## src/rtl/stt_pkg.sv

```systemverilog
// Package for the source text tokenizer: item types, codes, keyword tables and helpers.
package stt_pkg;

  localparam logic [7:0]  MAX_RUN  = 8'd255;
  localparam logic [30:0] NUM_MAX  = 31'h7FFF_FFFF;
  localparam logic [15:0] POS_MAX  = 16'hFFFF;
  localparam logic [4:0]  KW_ALL   = 5'h1F;
  localparam int          KW_COUNT = 5;
  localparam int          FQ_DEPTH = 4;
  localparam int          FQ_AW    = 2;

  typedef enum logic [2:0] {
    MODE_IDLE,
    MODE_NUMBER,
    MODE_IDENT,
    MODE_COMMENT,
    MODE_HELD
  } scan_mode_t;

  typedef enum logic [2:0] {
    TOK_NUMBER     = 3'd0,
    TOK_IDENT      = 3'd1,
    TOK_KEYWORD    = 3'd2,
    TOK_ARITH      = 3'd3,
    TOK_COMPARISON = 3'd4,
    TOK_PUNCT      = 3'd5,
    TOK_END        = 3'd6,
    TOK_ERROR      = 3'd7
  } token_kind_t;

  typedef enum logic [2:0] {
    KW_VAR   = 3'd0,
    KW_PRINT = 3'd1,
    KW_IF    = 3'd2,
    KW_ELSE  = 3'd3,
    KW_WHILE = 3'd4,
    KW_NONE  = 3'd5
  } kw_code_t;

  typedef enum logic {
    OP_CHAR = 1'b0,
    OP_END  = 1'b1
  } op_t;

  typedef struct packed {
    logic       operation;
    logic [7:0] ch;
  } in_item_t;

  typedef struct packed {
    logic [2:0]  token_kind;
    logic [2:0]  keyword_code;
    logic [15:0] start_line;
    logic [15:0] start_column;
    logic [7:0]  token_length;
    logic [7:0]  first_char;
    logic [7:0]  second_char;
    logic [30:0] number_value;
    logic        last_result;
  } token_t;

  // Keyword spelling, first character in element 0, zero padded.
  typedef logic [0:7][7:0] kw_text_t;

  function automatic kw_text_t kw_text(input logic [2:0] k);
    kw_text_t t;
    unique case (k)
      KW_VAR:   t = "variable";
      KW_PRINT: t = "afficher";
      KW_IF:    t = {"si", 48'h0};
      KW_ELSE:  t = {"sinon", 24'h0};
      KW_WHILE: t = {"tantque", 8'h0};
      default:  t = '0;
    endcase
    return t;
  endfunction

  function automatic logic [7:0] kw_len(input logic [2:0] k);
    logic [7:0] n;
    unique case (k)
      KW_VAR:   n = 8'd8;
      KW_PRINT: n = 8'd8;
      KW_IF:    n = 8'd2;
      KW_ELSE:  n = 8'd5;
      KW_WHILE: n = 8'd7;
      default:  n = 8'd0;
    endcase
    return n;
  endfunction

  function automatic logic is_digit(input logic [7:0] c);
    return (c >= "0") && (c <= "9");
  endfunction

  function automatic logic is_alpha(input logic [7:0] c);
    return ((c >= "a") && (c <= "z")) || ((c >= "A") && (c <= "Z"));
  endfunction

  function automatic logic is_ident_char(input logic [7:0] c);
    return is_alpha(c) || is_digit(c) || (c == "_");
  endfunction

  // Drop keyword candidates whose character at pos differs from c.
  function automatic logic [4:0] kw_filter(input logic [4:0] cand, input logic [7:0] pos,
                                           input logic [7:0] c);
    logic [4:0] res;
    kw_text_t   txt;
    res = '0;
    for (int k = 0; k < KW_COUNT; k++) begin
      txt = kw_text(3'(k));
      if (cand[k] && (pos < kw_len(3'(k))) && (txt[pos[2:0]] == c)) begin
        res[k] = 1'b1;
      end
    end
    return res;
  endfunction

  // Times ten plus the digit, saturating.
  function automatic logic [30:0] acc_digit(input logic [30:0] acc, input logic [7:0] c);
    logic [34:0] v;
    v = ({4'b0, acc} * 35'd10) + 35'(c[3:0]);
    return (v > 35'(NUM_MAX)) ? NUM_MAX : v[30:0];
  endfunction

endpackage

```

## src/rtl/source_text_tokenizer.sv

```systemverilog
// Source text tokenizer: scanner state, token build and a small result queue.
//
// Usage:
//   Input beats carry one source byte (operation = char) or an end-of-text
//   marker (operation = end). Each beat yields zero, one or two tokens on the
//   output channel; the last token caused by a beat has last_result set.
//   A number, identifier or single '<', '>', '=', '!' is reported when the
//   first byte that does not extend it arrives, or at end of text.
//   End of text flushes any pending token, sends the end token and returns
//   the scanner to its reset state so a new text may follow.
// A token is written into the result queue when the beat that completes it
//   is accepted, and is offered on out_valid once it reaches the queue head.
// Throughput: one input beat per cycle while in_stall is low. Every byte is
//   handled in one pass of compares and a times-ten accumulate between the
//   scanner registers and a four-entry result queue. Beats that make two
//   tokens need two pops, so the queue drain sets the rate in bursts of them.
// Stall: in_stall rises while the queue holds more than two tokens; a
//   stalled output simply holds the head token and the queue fills.
// Reset: synchronous, active low; empties the queue, sets line and column
//   to 1 and puts the scanner in idle.
module source_text_tokenizer (
  input  logic              clk,
  input  logic              rst_n,
  input  logic              in_valid,
  output logic              in_stall,
  input  stt_pkg::in_item_t in_data,
  output logic              out_valid,
  input  logic              out_stall,
  output stt_pkg::token_t   out_data
);

  // Scanner state
  stt_pkg::scan_mode_t mode_r, mode_nxt;
  logic [7:0]  run_r, run_nxt;
  logic [30:0] acc_r, acc_nxt;
  logic [4:0]  cand_r, cand_nxt;
  logic [15:0] line_r, line_nxt;
  logic [15:0] col_r, col_nxt;
  logic [15:0] tline_r, tline_nxt;
  logic [15:0] tcol_r, tcol_nxt;
  logic [7:0]  held_r, held_nxt;

  // Result queue
  stt_pkg::token_t fifo_r [stt_pkg::FQ_DEPTH];
  logic [stt_pkg::FQ_AW-1:0] wr_ptr_r, rd_ptr_r;
  logic [stt_pkg::FQ_AW:0]   cnt_r;

  logic       accept, pop, is_end, is_char;
  logic [7:0] c;
  logic [15:0] col_inc, line_inc;

  logic num_cont, id_cont, held_pair, do_idle, do_flush, pair_go;
  logic flush_vld, idle_emits;
  stt_pkg::token_t flush_tok, idle_tok, pair_tok, end_tok;
  stt_pkg::token_t tok0, tok1;
  logic [1:0] tok_n;

  assign accept  = in_valid && !in_stall;
  assign pop     = out_valid && !out_stall;
  assign c       = in_data.ch;
  assign is_end  = (in_data.operation == stt_pkg::OP_END);
  assign is_char = !is_end;

  assign col_inc  = (col_r == stt_pkg::POS_MAX) ? col_r : col_r + 16'd1;
  assign line_inc = (line_r == stt_pkg::POS_MAX) ? line_r : line_r + 16'd1;

  // Which path this byte takes through the scanner
  assign num_cont  = stt_pkg::is_digit(c) && (run_r < stt_pkg::MAX_RUN);
  assign id_cont   = stt_pkg::is_ident_char(c) && (run_r < stt_pkg::MAX_RUN);
  assign held_pair = (c == "=");

  always_comb begin
    unique case (mode_r)
      stt_pkg::MODE_IDLE:    do_idle = 1'b1;
      stt_pkg::MODE_COMMENT: do_idle = (c == "\n");
      stt_pkg::MODE_NUMBER:  do_idle = !num_cont;
      stt_pkg::MODE_IDENT:   do_idle = !id_cont;
      stt_pkg::MODE_HELD:    do_idle = !held_pair;
      default:               do_idle = 1'b1;
    endcase
  end

  // A pending token is reported before a breaking byte and at end of text
  assign do_flush = is_end || (is_char && do_idle);
  assign pair_go  = is_char && (mode_r == stt_pkg::MODE_HELD) && held_pair;

  // Token left pending in the scanner
  always_comb begin
    flush_tok              = '0;
    flush_tok.keyword_code = stt_pkg::KW_NONE;
    flush_tok.start_line   = tline_r;
    flush_tok.start_column = tcol_r;
    flush_tok.first_char   = held_r;
    flush_vld              = 1'b1;
    unique case (mode_r)
      stt_pkg::MODE_NUMBER: begin
        flush_tok.token_kind   = stt_pkg::TOK_NUMBER;
        flush_tok.token_length = run_r;
        flush_tok.number_value = acc_r;
      end
      stt_pkg::MODE_IDENT: begin
        flush_tok.token_kind   = stt_pkg::TOK_IDENT;
        flush_tok.token_length = run_r;
        // Lowest-numbered keyword that still matches and is complete wins
        for (int k = stt_pkg::KW_COUNT - 1; k >= 0; k--) begin
          if (cand_r[k] && (run_r == stt_pkg::kw_len(3'(k)))) begin
            flush_tok.token_kind   = stt_pkg::TOK_KEYWORD;
            flush_tok.keyword_code = 3'(k);
          end
        end
      end
      stt_pkg::MODE_HELD: begin
        flush_tok.token_length = 8'd1;
        if ((held_r == "<") || (held_r == ">")) begin
          flush_tok.token_kind = stt_pkg::TOK_COMPARISON;
        end else if (held_r == "=") begin
          flush_tok.token_kind = stt_pkg::TOK_PUNCT;
        end else begin
          // lone '!'
          flush_tok.token_kind = stt_pkg::TOK_ERROR;
        end
      end
      default: flush_vld = 1'b0;
    endcase
  end

  // Single-character token started by a byte in idle
  always_comb begin
    idle_tok              = '0;
    idle_tok.keyword_code = stt_pkg::KW_NONE;
    idle_tok.start_line   = line_r;
    idle_tok.start_column = col_r;
    idle_tok.token_length = 8'd1;
    idle_tok.first_char   = c;
    idle_tok.token_kind   = stt_pkg::TOK_ERROR;
    if ((c == "+") || (c == "-") || (c == "*") || (c == "/") || (c == "%")) begin
      idle_tok.token_kind = stt_pkg::TOK_ARITH;
    end else if ((c == "(") || (c == ")") || (c == "{") || (c == "}") || (c == ";")) begin
      idle_tok.token_kind = stt_pkg::TOK_PUNCT;
    end
    idle_emits = !((c == " ") || (c == "\t") || (c == "\n") || (c == "#") ||
                   stt_pkg::is_digit(c) || stt_pkg::is_alpha(c) || (c == "_") ||
                   (c == "=") || (c == "!") || (c == "<") || (c == ">"));
  end

  // Two-character comparison and end token
  always_comb begin
    pair_tok              = '0;
    pair_tok.token_kind   = stt_pkg::TOK_COMPARISON;
    pair_tok.keyword_code = stt_pkg::KW_NONE;
    pair_tok.start_line   = tline_r;
    pair_tok.start_column = tcol_r;
    pair_tok.token_length = 8'd2;
    pair_tok.first_char   = held_r;
    pair_tok.second_char  = c;

    end_tok              = '0;
    end_tok.token_kind   = stt_pkg::TOK_END;
    end_tok.keyword_code = stt_pkg::KW_NONE;
  end

  // Output block: order the tokens of this beat into two slots
  always_comb begin
    tok0  = '0;
    tok1  = '0;
    tok_n = 2'd0;
    if (do_flush && flush_vld) begin
      tok0  = flush_tok;
      tok_n = 2'd1;
    end
    if (pair_go) begin
      tok0  = pair_tok;
      tok_n = 2'd1;
    end
    if (is_char && do_idle && idle_emits) begin
      if (tok_n == 2'd0) begin
        tok0 = idle_tok;
      end else begin
        tok1 = idle_tok;
      end
      tok_n = tok_n + 2'd1;
    end
    if (is_end) begin
      if (tok_n == 2'd0) begin
        tok0 = end_tok;
      end else begin
        tok1 = end_tok;
      end
      tok_n = tok_n + 2'd1;
    end
    // Mark the last token of the beat
    if (tok_n == 2'd2) begin
      tok1.last_result = 1'b1;
    end else begin
      tok0.last_result = 1'b1;
    end
  end

  // Next-state block
  always_comb begin
    mode_nxt  = mode_r;
    run_nxt   = run_r;
    acc_nxt   = acc_r;
    cand_nxt  = cand_r;
    line_nxt  = line_r;
    col_nxt   = col_r;
    tline_nxt = tline_r;
    tcol_nxt  = tcol_r;
    held_nxt  = held_r;
    if (is_end) begin
      // Back to reset values for the next text
      mode_nxt  = stt_pkg::MODE_IDLE;
      run_nxt   = 8'd0;
      acc_nxt   = '0;
      cand_nxt  = stt_pkg::KW_ALL;
      line_nxt  = 16'd1;
      col_nxt   = 16'd1;
      tline_nxt = 16'd1;
      tcol_nxt  = 16'd1;
      held_nxt  = 8'd0;
    end else if (do_idle) begin
      mode_nxt = stt_pkg::MODE_IDLE;
      run_nxt  = 8'd0;
      acc_nxt  = '0;
      cand_nxt = stt_pkg::KW_ALL;
      if ((c == " ") || (c == "\t")) begin
        col_nxt = col_inc;
      end else if (c == "\n") begin
        line_nxt = line_inc;
        col_nxt  = 16'd1;
      end else if (c == "#") begin
        mode_nxt = stt_pkg::MODE_COMMENT;
      end else begin
        // Every other byte starts a token here
        tline_nxt = line_r;
        tcol_nxt  = col_r;
        col_nxt   = col_inc;
        if (stt_pkg::is_digit(c)) begin
          mode_nxt = stt_pkg::MODE_NUMBER;
          held_nxt = c;
          run_nxt  = 8'd1;
          acc_nxt  = stt_pkg::acc_digit('0, c);
        end else if (stt_pkg::is_alpha(c) || (c == "_")) begin
          mode_nxt = stt_pkg::MODE_IDENT;
          held_nxt = c;
          run_nxt  = 8'd1;
          cand_nxt = stt_pkg::kw_filter(stt_pkg::KW_ALL, 8'd0, c);
        end else if ((c == "=") || (c == "!") || (c == "<") || (c == ">")) begin
          mode_nxt = stt_pkg::MODE_HELD;
          held_nxt = c;
        end
      end
    end else begin
      unique case (mode_r)
        stt_pkg::MODE_NUMBER: begin
          acc_nxt = stt_pkg::acc_digit(acc_r, c);
          run_nxt = run_r + 8'd1;
          col_nxt = col_inc;
        end
        stt_pkg::MODE_IDENT: begin
          cand_nxt = stt_pkg::kw_filter(cand_r, run_r, c);
          run_nxt  = run_r + 8'd1;
          col_nxt  = col_inc;
        end
        stt_pkg::MODE_HELD: begin
          mode_nxt = stt_pkg::MODE_IDLE;
          col_nxt  = col_inc;
        end
        default: begin
          // comment body: drop the byte
        end
      endcase
    end
  end

  always_ff @(posedge clk) begin
    if (!rst_n) begin
      mode_r  <= stt_pkg::MODE_IDLE;
      run_r   <= 8'd0;
      acc_r   <= '0;
      cand_r  <= stt_pkg::KW_ALL;
      line_r  <= 16'd1;
      col_r   <= 16'd1;
      tline_r <= 16'd1;
      tcol_r  <= 16'd1;
      held_r  <= 8'd0;
    end else if (accept) begin
      mode_r  <= mode_nxt;
      run_r   <= run_nxt;
      acc_r   <= acc_nxt;
      cand_r  <= cand_nxt;
      line_r  <= line_nxt;
      col_r   <= col_nxt;
      tline_r <= tline_nxt;
      tcol_r  <= tcol_nxt;
      held_r  <= held_nxt;
    end
  end

  // Result queue: up to two pushes and one pop per cycle
  assign in_stall  = (cnt_r > (stt_pkg::FQ_AW + 1)'(stt_pkg::FQ_DEPTH - 2));
  assign out_valid = (cnt_r != '0);
  assign out_data  = fifo_r[rd_ptr_r];

  logic [stt_pkg::FQ_AW:0] push_n;
  assign push_n = accept ? (stt_pkg::FQ_AW + 1)'(tok_n) : '0;

  always_ff @(posedge clk) begin
    if (!rst_n) begin
      wr_ptr_r <= '0;
      rd_ptr_r <= '0;
      cnt_r    <= '0;
    end else begin
      wr_ptr_r <= wr_ptr_r + (stt_pkg::FQ_AW)'(push_n);
      if (pop) begin
        rd_ptr_r <= rd_ptr_r + (stt_pkg::FQ_AW)'(1);
      end
      cnt_r <= cnt_r + push_n - (stt_pkg::FQ_AW + 1)'(pop);
    end
  end

  always_ff @(posedge clk) begin
    if (push_n != '0) begin
      fifo_r[wr_ptr_r] <= tok0;
    end
    if (push_n == (stt_pkg::FQ_AW + 1)'(2)) begin
      fifo_r[wr_ptr_r + (stt_pkg::FQ_AW)'(1)] <= tok1;
    end
  end

endmodule

```

## config.mk

```make
export PLATFORM = sky130hd
export DESIGN_NAME = source_text_tokenizer
export DESIGN_NICKNAME = d
export VERILOG_FILES = /design/src/rtl/stt_pkg.sv /design/src/rtl/source_text_tokenizer.sv
export SDC_FILE = /design/constraint.sdc
export NUM_CORES = 1
export LEC_CHECK = 0
export ABC_CLOCK_PERIOD_IN_PS = 9870
export BUFFER_PORTS_ARGS = -buffer_cell sky130_fd_sc_hd__clkbuf_2
export CAP_MARGIN = 25
export CELL_PAD_IN_SITES_DETAIL_PLACEMENT = 0
export CELL_PAD_IN_SITES_GLOBAL_PLACEMENT = 2
export CORE_UTILIZATION = 25
export DETAILED_ROUTE_END_ITERATION = 8
export PLACE_DENSITY = 0.55
export SLEW_MARGIN = 20
export SYNTH_ARGS = -nofsm -noshare
export SYNTH_HDL_FRONTEND = slang
export SYNTH_SLANG_ARGS = --single-unit
```

## constraint.sdc

```tcl
create_clock -name clk -period 9.87 [get_ports clk]
set_input_delay 1.974 -clock clk [delete_from_list [all_inputs] [get_ports clk]]
set_output_delay 1.974 -clock clk [all_outputs]
set_load 0.05 [all_outputs]
```

==> results of run 1 <==
cell families after synthesis:
| kind of cell | synth area share (%) |
|---|---|
| xor gates and xnor gates | 2.73 |
| buffers and inverters | 4.44 |
| muxes | 8.41 |
| and+or+nand+nor | 15.6 |
| DFF | 45.6 |
| adders and majority gates | 3.94 |
| AOI/OAI and AO/OA | 19.3 |
state kept, by name, summed over array words and instances (netlist names), named ones only:
signal    flops
acc_r        31
line_r       16
cand_r        5
mode_r        3
col_r        16
cnt_r         3
run_r         8
held_r        8
tcol_r       16
rd_ptr_r      2
tline_r      16
wr_ptr_r      2
fifo_r      376
final cells by class:
cell class	instances	area share [%]
inverters	39	0.493
well taps	1380	5.76
flip-flops and latches	504	40.0
repair buffers	155	3.26
multi-input cells	1850	44.2
clock inverters	17	0.593
clock buffers	92	5.71
metrics by stage:
step,power (W),instance area [um2]
6_report,0.00617,30000
5_1_grt,0.00646,30000
4_1_cts,0.00628,29900
3_5_place_dp,0.00410,28000
3_3_place_gp,0.00409,28000
2_1_floorplan,0.00357,26300
cells in the mapped netlist, types with 7 or more instances:
master | count | area, um2
sky130_fd_sc_hd__buf_2 | 29 | 145
sky130_fd_sc_hd__a311oi_2 | 19 | 285
sky130_fd_sc_hd__nand2_1 | 245 | 920
sky130_fd_sc_hd__nor4_1 | 9 | 56.3
sky130_fd_sc_hd__or3_1 | 22 | 138
sky130_fd_sc_hd__nor2b_1 | 13 | 81.3
sky130_fd_sc_hd__xnor2_1 | 57 | 499
sky130_fd_sc_hd__mux4_2 | 94 | 2120
sky130_fd_sc_hd__xor2_1 | 25 | 219
sky130_fd_sc_hd__edfxtp_1 | 188 | 5650
sky130_fd_sc_hd__nand3_1 | 244 | 1220
sky130_fd_sc_hd__a211oi_2 | 8 | 100
sky130_fd_sc_hd__a22oi_1 | 33 | 248
sky130_fd_sc_hd__dfxtp_1 | 316 | 6330
sky130_fd_sc_hd__and3_1 | 22 | 138
sky130_fd_sc_hd__inv_1 | 35 | 131
sky130_fd_sc_hd__nor3_1 | 45 | 225
sky130_fd_sc_hd__a22o_1 | 165 | 1450
sky130_fd_sc_hd__buf_1 | 14 | 52.6
sky130_fd_sc_hd__o22ai_1 | 16 | 100
sky130_fd_sc_hd__clkbuf_1 | 181 | 679
sky130_fd_sc_hd__nand4_1 | 16 | 100
sky130_fd_sc_hd__a21oi_1 | 145 | 726
sky130_fd_sc_hd__nor2_1 | 165 | 619
sky130_fd_sc_hd__and2_1 | 13 | 81.3
sky130_fd_sc_hd__o21ai_0 | 210 | 1050
sky130_fd_sc_hd__mux2i_1 | 8 | 80.1
sky130_fd_sc_hd__ha_1 | 78 | 976
sky130_fd_sc_hd__a21o_1 | 14 | 105
sky130_fd_sc_hd__a31oi_1 | 13 | 81.3
sky130_fd_sc_hd__nand2b_1 | 11 | 68.8
sky130_fd_sc_hd__buf_4 | 7 | 52.6
sky130_fd_sc_hd__a211oi_1 | 17 | 128
sky130_fd_sc_hd__o211ai_1 | 14 | 105
power by group through the flow:
stage | registers, W | logic [W] | clock network, W
6_report | 0.00241 | 0.00161 | 0.00215
5_1_grt | 0.00243 | 0.00172 | 0.00230
4_1_cts | 0.00242 | 0.00164 | 0.00223
3_5_place_dp | 0.00246 | 0.00163 | 0
3_3_place_gp | 0.00246 | 0.00163 | 0
2_1_floorplan | 0.00240 | 0.00116 | 0
path summary, 6_finish.rpt:
path	from	end	slack [ns]
worst min-delay path	fifo_r[3][34]	fifo_r[3][34]	0.44
worst max-delay path	in_data[3]	fifo_r[1][75]	3.12
worst min register to register	fifo_r[3][34]	fifo_r[3][34]	0.44
worst max register to register	run_r[1]	fifo_r[1][75]	4.07
worst max-delay path: stages:
cell	delay, ns
sky130_fd_sc_hd__clkbuf_2	0.44
sky130_fd_sc_hd__inv_1	0.27
sky130_fd_sc_hd__o211ai_1	0.48
sky130_fd_sc_hd__o21ai_1	0.22
sky130_fd_sc_hd__a221oi_2	0.36
sky130_fd_sc_hd__nor2_1	0.19
sky130_fd_sc_hd__or4_1	0.66
sky130_fd_sc_hd__ha_1	0.39
sky130_fd_sc_hd__nor2_1	0.10
sky130_fd_sc_hd__a22o_1	0.26
sky130_fd_sc_hd__nand2_1	0.16
sky130_fd_sc_hd__or3_2	0.46
sky130_fd_sc_hd__buf_4	0.33
sky130_fd_sc_hd__nor2_4	0.14
sky130_fd_sc_hd__buf_4	0.52
sky130_fd_sc_hd__a22o_1	0.22
routing by layer:
metal | wire length [um] | share of wire [%]
met5 | 14 | 0.016
met4 | 2190 | 2.4
met3 | 3040 | 3.4
met2 | 45500 | 51
met1 | 39200 | 44
==> results list, run 1 <==
* Count of standard-cell rows: 118
- Entering global routing, the biggest net connects 65 pins.
- Required time at the worst-slack endpoint: 10.36 ns
- Final WS setup: around 3.1 ns
- Top FF cell, synth: sky130_fd_sc_hd__dfxtp_1
- Once layout is complete, the utilization of the core stands at ~29%.
- The clock passes through at most 3 buffers.
- Buffers inserted during clock tree synthesis total a little under 60.
* Storage cell area: 12000 um2
- DIE AREA: 106000 um2
* Number of storage elements in the synthesis netlist: 504
* Int Power: about 0.004 W
- Average vias per placed instance: 5.13
* IR Drop Worst-Case VDD: 0.137 mV
* Number of placed I/O pins: 109
- Data arrives at the worst endpoint at between 7 and 8 ns.
* Clock sinks: 504
- Summed over all cells, the static leakage comes to 10.1 nW.
- Initial antenna violation count: 1
- Mapped Area: between 20000 and 30000 um2
* Commonest cells after routing, fill and taps aside: sky130_fd_sc_hd__dfxtp_1 (314), sky130_fd_sc_hd__nand3_1 (242), sky130_fd_sc_hd__nand2_1 (241)
- Clock network latency to the later pin of the worst-skew pair: 0.65 ns
* Share of async-settable or async-resettable flops after synthesis: 0%
- In this run the power spent charging and discharging nets is 0.00217 W.
- Fraction of the yosys area taken by sequential cells: a little under half
* Vias: about 21k
- The global routing stage identified its most utilized layer as met2.
* Number of failing hold endpoints at the final stage: 0
* Average detailed-routed wire length per instance: 22.3 um
* Sum of routed wire length over all layers: between 80 and 90 mm
- After legalization and detailed placement, the total HPWL measured around 56 mm.
- Met3 capacity usage during global routing: 2.05%
- For this run, global-route usage on met1 was measured as 20.7%.
- The count of nets left with antenna violations once routing finished came out at 0.
- The number of antenna diodes in the final layout is 0.
- Crit. End Element: flop
- Setup repair after global routing missed its margin: false
- Nets@finish: 2703
- Count of different cell masters after synthesis: 99
* Minimum clock period after layout: 6.75 ns
* Port Buffers: between 100 and 150
- Post-CTS setup buffer count: 0
- Synthesis produced a netlist with a net count of approximately 2.7k.
- Type of element launching the critical path: primary input
- The first TritonRoute pass finished after 5 iterations.
* Combinational share of power: 26.0%
- After technology mapping, the gate count stands at between 2k and 3k.
- Total overflow reported by the global router: 0
- Routability-driven placement finished with a final weighted congestion of between 0.8 and 0.9.
* Power density over the cells: 206 nW/um2
- Global routing consumed, on the met2 layer, 29.8% of the routing resources.
- Worst max-slew margin expressed relative to the limit: 37.0%
- Yosys warning count: 0
- The worst hold path belongs to the class flop to flop.
* Non-filler instance count after layout: 4037
- Width of the die: 326 um
- Including well taps, the total number of placed cells is between 3k and 4k.
- Final count of negative-setup-slack endpoints: 0
* Reg2Reg Depth: 16
* Outcome: complete, no violations
- Filler instances: 10.8k
- Most common cell after layout, fill and taps aside: sky130_fd_sc_hd__dfxtp_1
* Die Span Y: 326 um
- Averaged over all synthesized cells, the footprint is 9.98 um2.
* Via count of the first global-routing pass: ~21k
- Of all nets on the critical path, the largest fanout is 46.
* Clock network fraction of design power: a little over a third
- The H-tree was split into 2 levels.
* Largest clock skew in the final design: 0.0406 ns
* Highest Clock Rate: 148 MHz
* Clock tree from TritonCTS: done
- Post-CTS repair changed the size of 0 cells.
- The root buffer cell chosen for the clock tree is sky130_fd_sc_hd__clkbuf_16.
* Iteration-0 DRC count of the detailed router: 1369
- Summing all multi-input logic gate instances after layout gives 13300 um2.
- Wire length of the first global-routing pass: roughly 140 mm
- Global routing consumed, over all layers together, 16.6% of the routing resources.
* Post-cts hold buffer count: 0
- Switching share of power: 35.2%
- Dividing the final minimum period by the clock period gives between 60% and 70%.
- Synthesis-to-layout area growth: 14.1%
- After clock tree synthesis, the clock-pin slew on the worst setup and hold paths is 0.06 ns.
* Initial core utilization: between 20% and 30%
- Number of max-slew violations in the final report: 0
- Placement-stage worst setup slack: 2.41 ns
- Max-cap violations in this run came to 0.
- Final sum of negative setup slack: 0 ns
- Post-route worst hold slack: 0.441 ns
- For this run, design rule violations remaining after detail routing come to 0.
- Of the cells placed in the final design, the portion with a size suffix greater than 1 is 16.0%.
- Register share of total power: between 30% and 40%
* Actual slew at the worst max-slew pin: roughly 0.94 ns
- Area of the core: 104000 um2
- The worst setup path is of the primary input to flop kind.
- Number of flops mapped to enable cells by yosys: 188
- Counting instances, the worst hold path has a depth of 2.
Power figures use the tool's default switching activity.
==> run 2, diff against run 1 <==
- ABC_CLOCK_PERIOD_IN_PS: 9870 -> 6000
- PLACE_DENSITY: 0.55 -> 0.57
- clock period: 9.87 -> 6 ns (I/O delays scaled with it)
==> run 2 against run 1 <==
  * Worst setup slack lost 2.4 ns
  * Clock power grew 73%
  * Register-to-register slack lost 3.1 ns
  * Clock skew shrank 0.022 ns
  * Final cell count grew 0.72%
  * Non-clock buffer count grew 25
  * Design area grew 1.3%
==> results list, run 2 (same netlist as run 1, synthesis figures left out) <==
* Number of failing hold endpoints at the final stage: 0 (unchanged)
* Setup repair after global routing missed its margin: false
* Worst flop-to-flop path endpoint: acc_r[26]
* Minimum clock period after layout: 5.29 ns
- Reg2Reg Depth: 12 (-4)
- The reported leakage power was 10.3 nW (+2.3%).
* Worst setup path startpoint: in_data[3]
* Terminating pin of the worst hold path: fifo_r[3][37]
- The clock network latency to the later pin of the worst-skew pair was 0.65 ns (about the same).
- On the critical path, the stage with the largest delay is an instance of sky130_fd_sc_hd__or4_1.
* Largest clock skew in the final design: 0.0183 ns (-0.0223 ns)
* Origin of the critical flop-to-flop path: acc_r[2]
- Non-filler instance count after layout: 4066 (+0.72%)
* Iteration-0 DRC count of the detailed router: 1295 (-5.4%)
* Total stage count of the critical path: 16 (unchanged)
- Worst hold stages: 2 (unchanged)
* Final critical-path share of the clock period: 88.2%
- The measured slew at the worst slew-check pin is 1.00 ns (+0.0563 ns).
- The number of hold-repair buffers added at the cts stage came to 0 (unchanged).
- The layout filler cell count came to 10.7k (-0.52%).
- Crit. End Element: flop
- Number of search-and-repair iterations in the first detailed-routing pass: 5 (unchanged)
- The worst setup path is launched from a primary input.
* Commonest cells after routing, fill and taps aside: sky130_fd_sc_hd__dfxtp_1 (314), sky130_fd_sc_hd__nand3_1 (242), sky130_fd_sc_hd__nand2_1 (241)
* Overall global routing resource usage: 16.5% (-0.14 points)
- The starting density of the core was 25.3% (unchanged).
- Post-route total power: 0.0104 W (+69%)
- The final routed DRC violation total was 0 (unchanged).
- The number of antenna violations at the first check in global routing is 0 (-1).
- The data required time of the worst path is 6.48 ns (-3.88 ns).
* Gate family responsible for the most delay along the worst path: simple AND/OR/NAND/NOR gates
- The number of placed I/O pins is 109 (unchanged).
- The horizontal extent of the die came to 326 um (unchanged).
- In this run the worst hold path is classified as flop to flop.
- Wire length of the first global-routing pass: 135 mm (-0.75%)
* Final cell utilization of the core: 29.3% (+0.39 points)
- The routed wirelength normalized by instance count is 22.0 um (-1.3%).
- The clock-pin slew on the worst setup and hold paths came to 0.06 ns (about the same).
* Largest net degree at the start of global routing: 87 (+34%)
* IR Drop Worst-Case VDD: 0.218 mV (+59%)
* Total overflow reported by the global router: 0 (unchanged)
- The mean number of vias per cell came to 5.14 (+0.25%).
- Count of standard-cell rows: 118 (unchanged)
* Worst max-slew margin expressed relative to the limit: 33.3% (-3.8 points)
- The core region area came to 104000 um2 (unchanged).
- The total setup buffers inserted after CTS was 0 (unchanged).
- Hpwl dp: 56.7 mm (+0.60%)
* Via count of the first global-routing pass: 21.2k (+1.2%)
- The number of placed instances, taps included was 3952 (+0.66%).
- Post-cts sizing count: 0 (unchanged)
- The weighted congestion reported at the end of routability-driven placement was 0.805 (about the same).
- The minimum hold slack came to 0.438 ns (-0.00267 ns).
* Nets@finish: 2729 (+0.96%)
- Number of max-slew violations in the final report: 0 (unchanged)
* Outcome: complete, no violations
- WS Path Type: primary input to flop
* Share of post-route cells with drive strength above 1: 17.3% (+1.2 points)
* Final sum of negative setup slack: 0 ns (unchanged)
* Most Frequent Cell on Critical Path: sky130_fd_sc_hd__buf_4
- The number of maximum-capacitance violations is 0 (unchanged).
- The remaining antenna violation count after routing came to 0 (unchanged).
- The H-tree depth was 2 (unchanged).
- Critical path, cell by cell: clkbuf_2, inv_1, o211ai_1, o21ai_1, a221oi_2, nor2_1, or4_1, ha_1, xor2_1, nand2_1, and2_1, buf_4, or3_2, buf_4, nand3_1, o21ai_0
- The power density over the cells came to 342 nW/um2 (+66%).
- The setup violation total in the final timing report came to 0 (unchanged).
- Number of flip-flops under the largest register name: 376 (unchanged)
* Total clock buffers created by CTS: 60 (+1.7%)
- Port Buffers: 108 (unchanged)
* Synthesis-to-layout area growth: 15.7%
- The CTS sink count came to 504 (unchanged).
- Cell at the root of the clock tree: sky130_fd_sc_hd__clkbuf_16
- Largest buffer count on any clock path: 3 (unchanged)
* Critical path arrival: 5.78 ns (-1.46 ns)
- Worst setup slack for register-to-register paths: 1.01 ns (-3.06 ns)
* Source of the worst hold timing path: fifo_r[3][37]
- The buffering stage count on the worst path with inverters included was 4 (unchanged).
- Clock tree from TritonCTS: done
- Vias: 20.9k (+0.97%)
* Highest Clock Rate: 189 MHz
- The largest registers in the layout are fifo_r x376, acc_r x31.
- More flip-flops sit in one register than any other, and that register is fifo_r.
- Sum of routed wire length over all layers: 89.4 mm (-0.64%)
* Most common cell after layout, fill and taps aside: sky130_fd_sc_hd__dfxtp_1
* Delay contributed by the slowest stage of the critical path: 0.66 ns (about the same)
* Critical path fanouts, max: 86 (+87%)
- Die Span Y: 326 um (unchanged)
- DIE AREA: 106000 um2 (unchanged)
## run 2: area by class of cell
type                       count  area [um2]  area share (%)
multi-input combinational   1850       13300            43.6
sequential                   504       12000            39.4
clock buffer                  89        1770            5.83
tap                         1380        1730            5.68
timing repair buffer         180        1260            4.14
clock inverter                23         235           0.774
inverter                      39         151           0.498
antenna                        1        2.50         0.00824
## run 2: where the power goes
part | switching [W] | leakage (nW) | internal (W) | total, W
logic | 0.00195 | 5.23 | 0.000737 | 0.00269
clock network | 0.00153 | 0.993 | 0.00221 | 0.00373
registers | 0.000152 | 4.12 | 0.00382 | 0.00397
## run 2: tightest hold or removal path, delay by kind of cell, from the launching register on
family	cells	cell delay (ns)
AND/OR/NAND/NOR	2	0.09
flip-flops	1	0.31
## run 2: per-stage QoR
stage / area [um2] / setup slack (ns)
global placement: 28400 / 0.188
detailed placement: 28400 / 0.101
finish: 30400 / 0.707
CTS: 30400 / 0.783
global route: 30400 / 0.351
floorplan: 26300 / 0.127
## run 2: layer usage
| metal | up-vias | routed length, um | global-route usage, % |
|---|---|---|---|
| li1 | 9887 | - | - |
| met1 | 10400 | 39100 | 20.4 |
| met2 | 455 | 44200 | 29.1 |
| met3 | 145 | 3430 | 2.25 |
| met4 | 0 | 2680 | 5.77 |
| met5 | - | 0 | 0 |
## run 2: worst max path at each step
stage          slack (ns)             to
3_5_place_dp         0.10  fifo_r[0][90]
6_report             0.71  fifo_r[0][10]
2_1_floorplan        0.13   fifo_r[1][0]
3_3_place_gp         0.19   fifo_r[0][8]
4_1_cts              0.78  fifo_r[0][90]
5_1_grt              0.35   fifo_r[0][5]
==> run 3, diff against run 2 <==
- ABC_AREA: unset -> 1
- CTS_CLUSTER_SIZE: unset -> 10
- PLACE_DENSITY: 0.57 -> 0.61
==> run 3 against run 2 <==
  * Maximum frequency is 4.3% higher
  * Routed wire length up 19%
  * Power increased by 18%
  * Die area rose by 3.3%
  * Combinational power rose by 66%
  * Synthesized area rose by 3.3%
==> results list, run 3 <==
- From synthesis to final layout, the design area changed by 14.8%.
- Total overflow reported by the global router: 0 (unchanged)
* Type of the tightest min-delay check: flop to flop
- The final count of pins violating max slew was 0 (unchanged).
- The number of distinct standard cells referenced by the synthesized netlist is 56 (-43%).
- The tree is rooted in a sky130_fd_sc_hd__clkbuf_16.
- The worst setup path is launched from a flop.
* DIE AREA: 110000 um2 (+3.3%)
- The fmax was 197 MHz (+4.3%).
* Area fraction of the dominant cell type after synthesis: 23.3% (-0.76 points)
- The final critical-path setup slack came to 0.924 ns (+0.217 ns).
- Leaving out fill and tap cells, the most frequent cell in the layout is sky130_fd_sc_hd__nand2_1.
- Yosys warning count: 0 (unchanged)
- Iteration-0 DRC count of the detailed router: 1715 (+32%)
- Terminating pin of the worst hold path: fifo_r[2][38]
* Vias: 24.8k (+19%)
- Commonest cells after routing, fill and taps aside: sky130_fd_sc_hd__nand2_1 (551), sky130_fd_sc_hd__o21ai_0 (435), sky130_fd_sc_hd__nor2_1 (368)
- The synthesized cell area is 27100 um2 (+3.3%).
- The proportion of synthesized chip area in sequential cells is 44.1% (-1.4 points).
- The worst endpoint data arrival time is 5.47 ns (-0.31 ns).
- The flow ran to the end, and the final reports show no timing, DRC or antenna violations.
* Critical path fanouts, max: 44 (-49%)
- Power density over the cells: 395 nW/um2 (+15%)
- Average detailed-routed wire length per instance: 21.5 um (-2.3%)
* Share of post-route cells with drive strength above 1: 10.9% (-6.3 points)
- Origin of the critical flop-to-flop path: run_r[0]
- The internal reg-to-reg setup slack is 0.92 ns (-0.09 ns).
- Placed Area: 29200 um2 (+3.1%)
- The post-detailed-placement half-perimeter wirelength is 68.7 mm (+21%).
- Post-cts sizing count: 0 (unchanged)
* Via count of the first global-routing pass: 24.6k (+16%)
* Source of the worst hold timing path: fifo_r[2][38]
- The clock network latency to the later pin of the worst-skew pair is 0.66 ns (about the same).
- The worst reg2reg path depth is 21 (+9).
* Average vias per placed instance: 5.02 (-2.4%)
- Worst max-slew margin expressed relative to the limit: 32.7% (-0.56 points)
* Leakage power total: 11.7 nW (+13%)
- Number of inserted diodes: 0 (-1)
* Final sum of negative setup slack: 0 ns (unchanged)
- The CTS sink count is 504 (unchanged).
- The post-layout instance area was 31100 um2 (+2.5%).
* Number of placed I/O pins: 109 (unchanged)
- The number of core rows came to 120 (+1.7%).
* Largest net degree at the start of global routing: 140 (+61%)
- The remaining antenna violation count after routing came to 0 (unchanged).
* Nets@finish: 3593 (+32%)
- Top FF cell, synth: sky130_fd_sc_hd__dfxtp_1
* Area contributors post-synth: sky130_fd_sc_hd__dfxtp_1 (23%), sky130_fd_sc_hd__edfxtp_1 (21%), sky130_fd_sc_hd__o21ai_0 (8.0%)
* Total clock buffers created by CTS: 61 (+1.7%)
* Actual slew at the worst max-slew pin: 1.01 ns (+0.00835 ns)
- The layout filler cell count came to 11.6k (+8.3%).
* Non-filler instance count after layout: 4950 (+22%)
- The total routing resource utilization after global routing came to 18.9% (+2.4 points).
- The clock-pin slew on the worst setup and hold paths came to 0.06 ns (about the same).
- The total wirelength of the detailed-routed design was 106 mm (+19%).
- The first-pass GRT wire length was 161 mm (+20%).
- Final critical-path share of the clock period: 84.6% (-3.6 points)
* Final count of negative-setup-slack endpoints: 0 (unchanged)
- The horizontal extent of the die was 331 um (+1.6%).
* Post-synthesis area per instance: 7.77 um2 (-22%)
* Largest buffer count on any clock path: 3 (unchanged)
- Post-cts hold buffer count: 0 (unchanged)
* Initial antenna violation count: 8 (+8)
- Post-synthesis net count: 3585 (+32%)
* Largest clock skew in the final design: 0.0314 ns (+0.0132 ns)
- The number of flops mapped to enable cells by yosys was 188 (unchanged).
- The share of synthesized registers carrying an async set or reset is 0% (unchanged).
* Crit. End Element: flop
* Area of the core: 107000 um2 (+3.4%)
- The final routed DRC violation total was 0 (unchanged).
* Minimum clock period after layout: 5.08 ns (-0.217 ns)
* Die Span Y: 331 um (+1.6%)
- The weighted congestion reported at the end of routability-driven placement was 0.825 (+2.4%).
- Dpl cells: 4839 (+22%)
- Number of flip-flops under the largest register name: 376 (unchanged)
- The register bit count reported by yosys is 504 (unchanged).
* Largest reg by FF count: fifo_r
* Required time at the worst-slack endpoint: 6.39 ns (-0.09 ns)
* H-tree level count: 2 (unchanged)
- The commonest cells after synthesis are sky130_fd_sc_hd__nand2_1 (562), sky130_fd_sc_hd__o21ai_0 (435), sky130_fd_sc_hd__nor2_1 (368).
* Count leader, synth: sky130_fd_sc_hd__nand2_1
- Port Buffers: 108 (unchanged)
- WS Path Type: flop to flop
* Post-CTS setup buffer count: 0 (unchanged)
- Number of failing hold endpoints at the final stage: 0 (unchanged)
- TritonCTS built the clock tree.
- The gate count after technology mapping was 3491 (+33%).
- The largest total area in the synthesized netlist belongs to sky130_fd_sc_hd__dfxtp_1.
- The post-layout utilization of the core came to 29.0% (-0.27 points).
- Setup repair after global routing missed its margin: false
- Worst flop-to-flop path endpoint: fifo_r[0][88]
- IR Drop Worst-Case VDD: 0.244 mV (+12%)
- The worst slack at placement is 0.555 ns (+0.454 ns).
- The hold path depth was 2 (unchanged).
- Largest registers: fifo_r x376, acc_r x31
* Initial core utilization: 25.3% (-0.038 points)
* Number of search-and-repair iterations in the first detailed-routing pass: 6 (+1)
- The number of maximum-capacitance violations was 0 (unchanged).
==> run 3: changes by cell type after synthesis, sizes merged, moves of 89 or more <==
cell / change
a22o: -165
inv: +253
mux4: -94
nand2: +346
nand3: +89
nor2: +222
o21ai: +232
o22ai: +245
==> run 3: stage by stage <==
step	total power (W)	hold slack [ns]
CTS	0.0125	0.426
floorplan	0.00727	0.408
global route	0.0129	0.440
detailed placement	0.00881	0.417
global placement	0.00883	0.416
finish	0.0123	0.424
==> run 3: worst max-delay path by stage <==
stage / to / cells past startpoint / startpoint / slack, ns
4_1_cts: fifo_r[3][88] / 21 / run_r[0] / 0.92
3_3_place_gp: fifo_r[3][88] / 21 / in_data[1] / 0.62
2_1_floorplan: fifo_r[0][0] / 25 / in_data[3] / 0.05
5_1_grt: fifo_r[0][88] / 21 / run_r[0] / 0.46
6_report: fifo_r[0][88] / 21 / run_r[0] / 0.92
3_5_place_dp: fifo_r[3][88] / 21 / in_data[1] / 0.56
==> run 3: cell families (layout without fill, tap and decap cells) <==
kind of cell,after synthesis,after routing,synth area share (%)
fa+ha+maj,81,81,3.82
compound gates,945,945,20.5
xor+xnor,45,45,1.45
simple gates,1402,1402,22.5
flops,504,504,44.1
buf+inv,514,570,7.55
==> run 3: cell type report <==
cell class	count	area, um2	area share [%]
Inverter	292	1110	3.56
Multi-Input combinational cell	2473	13200	42.3
Clock inverter	7	91.3	0.293
Tap cell	1403	1760	5.64
Clock buffer	104	1810	5.81
Sequential cell	504	12000	38.5
Timing Repair Buffer	167	1220	3.92
==> run 3: where the power goes <==
| group | leakage, nW | total [W] | switching, W | internal, W |
|---|---|---|---|---|
| Combinational | 6.63 | 0.00447 | 0.00351 | 0.000961 |
| Sequential | 4.12 | 0.00422 | 0.000175 | 0.00404 |
| Clock | 0.916 | 0.00362 | 0.00155 | 0.00207 |
| Total | 11.7 | 0.0123 | 0.00523 | 0.00708 |
==> run 3: critical path: stages (launching register included) <==
cell                       delay [ns]
sky130_fd_sc_hd__dfxtp_1         0.60
sky130_fd_sc_hd__ha_1            0.34
sky130_fd_sc_hd__nand2_1         0.14
sky130_fd_sc_hd__nor3_1          0.24
sky130_fd_sc_hd__nand2_1         0.09
sky130_fd_sc_hd__nor3_1          0.41
sky130_fd_sc_hd__a221oi_2        0.07
sky130_fd_sc_hd__nand2_2         0.17
sky130_fd_sc_hd__nor2_4          0.05
sky130_fd_sc_hd__inv_2           0.23
sky130_fd_sc_hd__nand2_2         0.11
sky130_fd_sc_hd__nand2_2         0.10
sky130_fd_sc_hd__clkinv_2        0.07
sky130_fd_sc_hd__ha_1            0.20
sky130_fd_sc_hd__nand2_2         0.07
sky130_fd_sc_hd__buf_4           0.69
sky130_fd_sc_hd__nand2_1         0.21
sky130_fd_sc_hd__inv_1           0.09
sky130_fd_sc_hd__buf_4           0.45
sky130_fd_sc_hd__nand3_1         0.28
sky130_fd_sc_hd__nand2_1         0.12
sky130_fd_sc_hd__nand2_1         0.05
==> run 3: per-layer routing <==
metal  GRT usage, %  up-vias  wire [um]
li1               -    12200          -
met1           27.5    12000      53400
met2           29.8      485      47000
met3           2.41      122       4260
met4           3.58        8       1640
met5              0        -         39
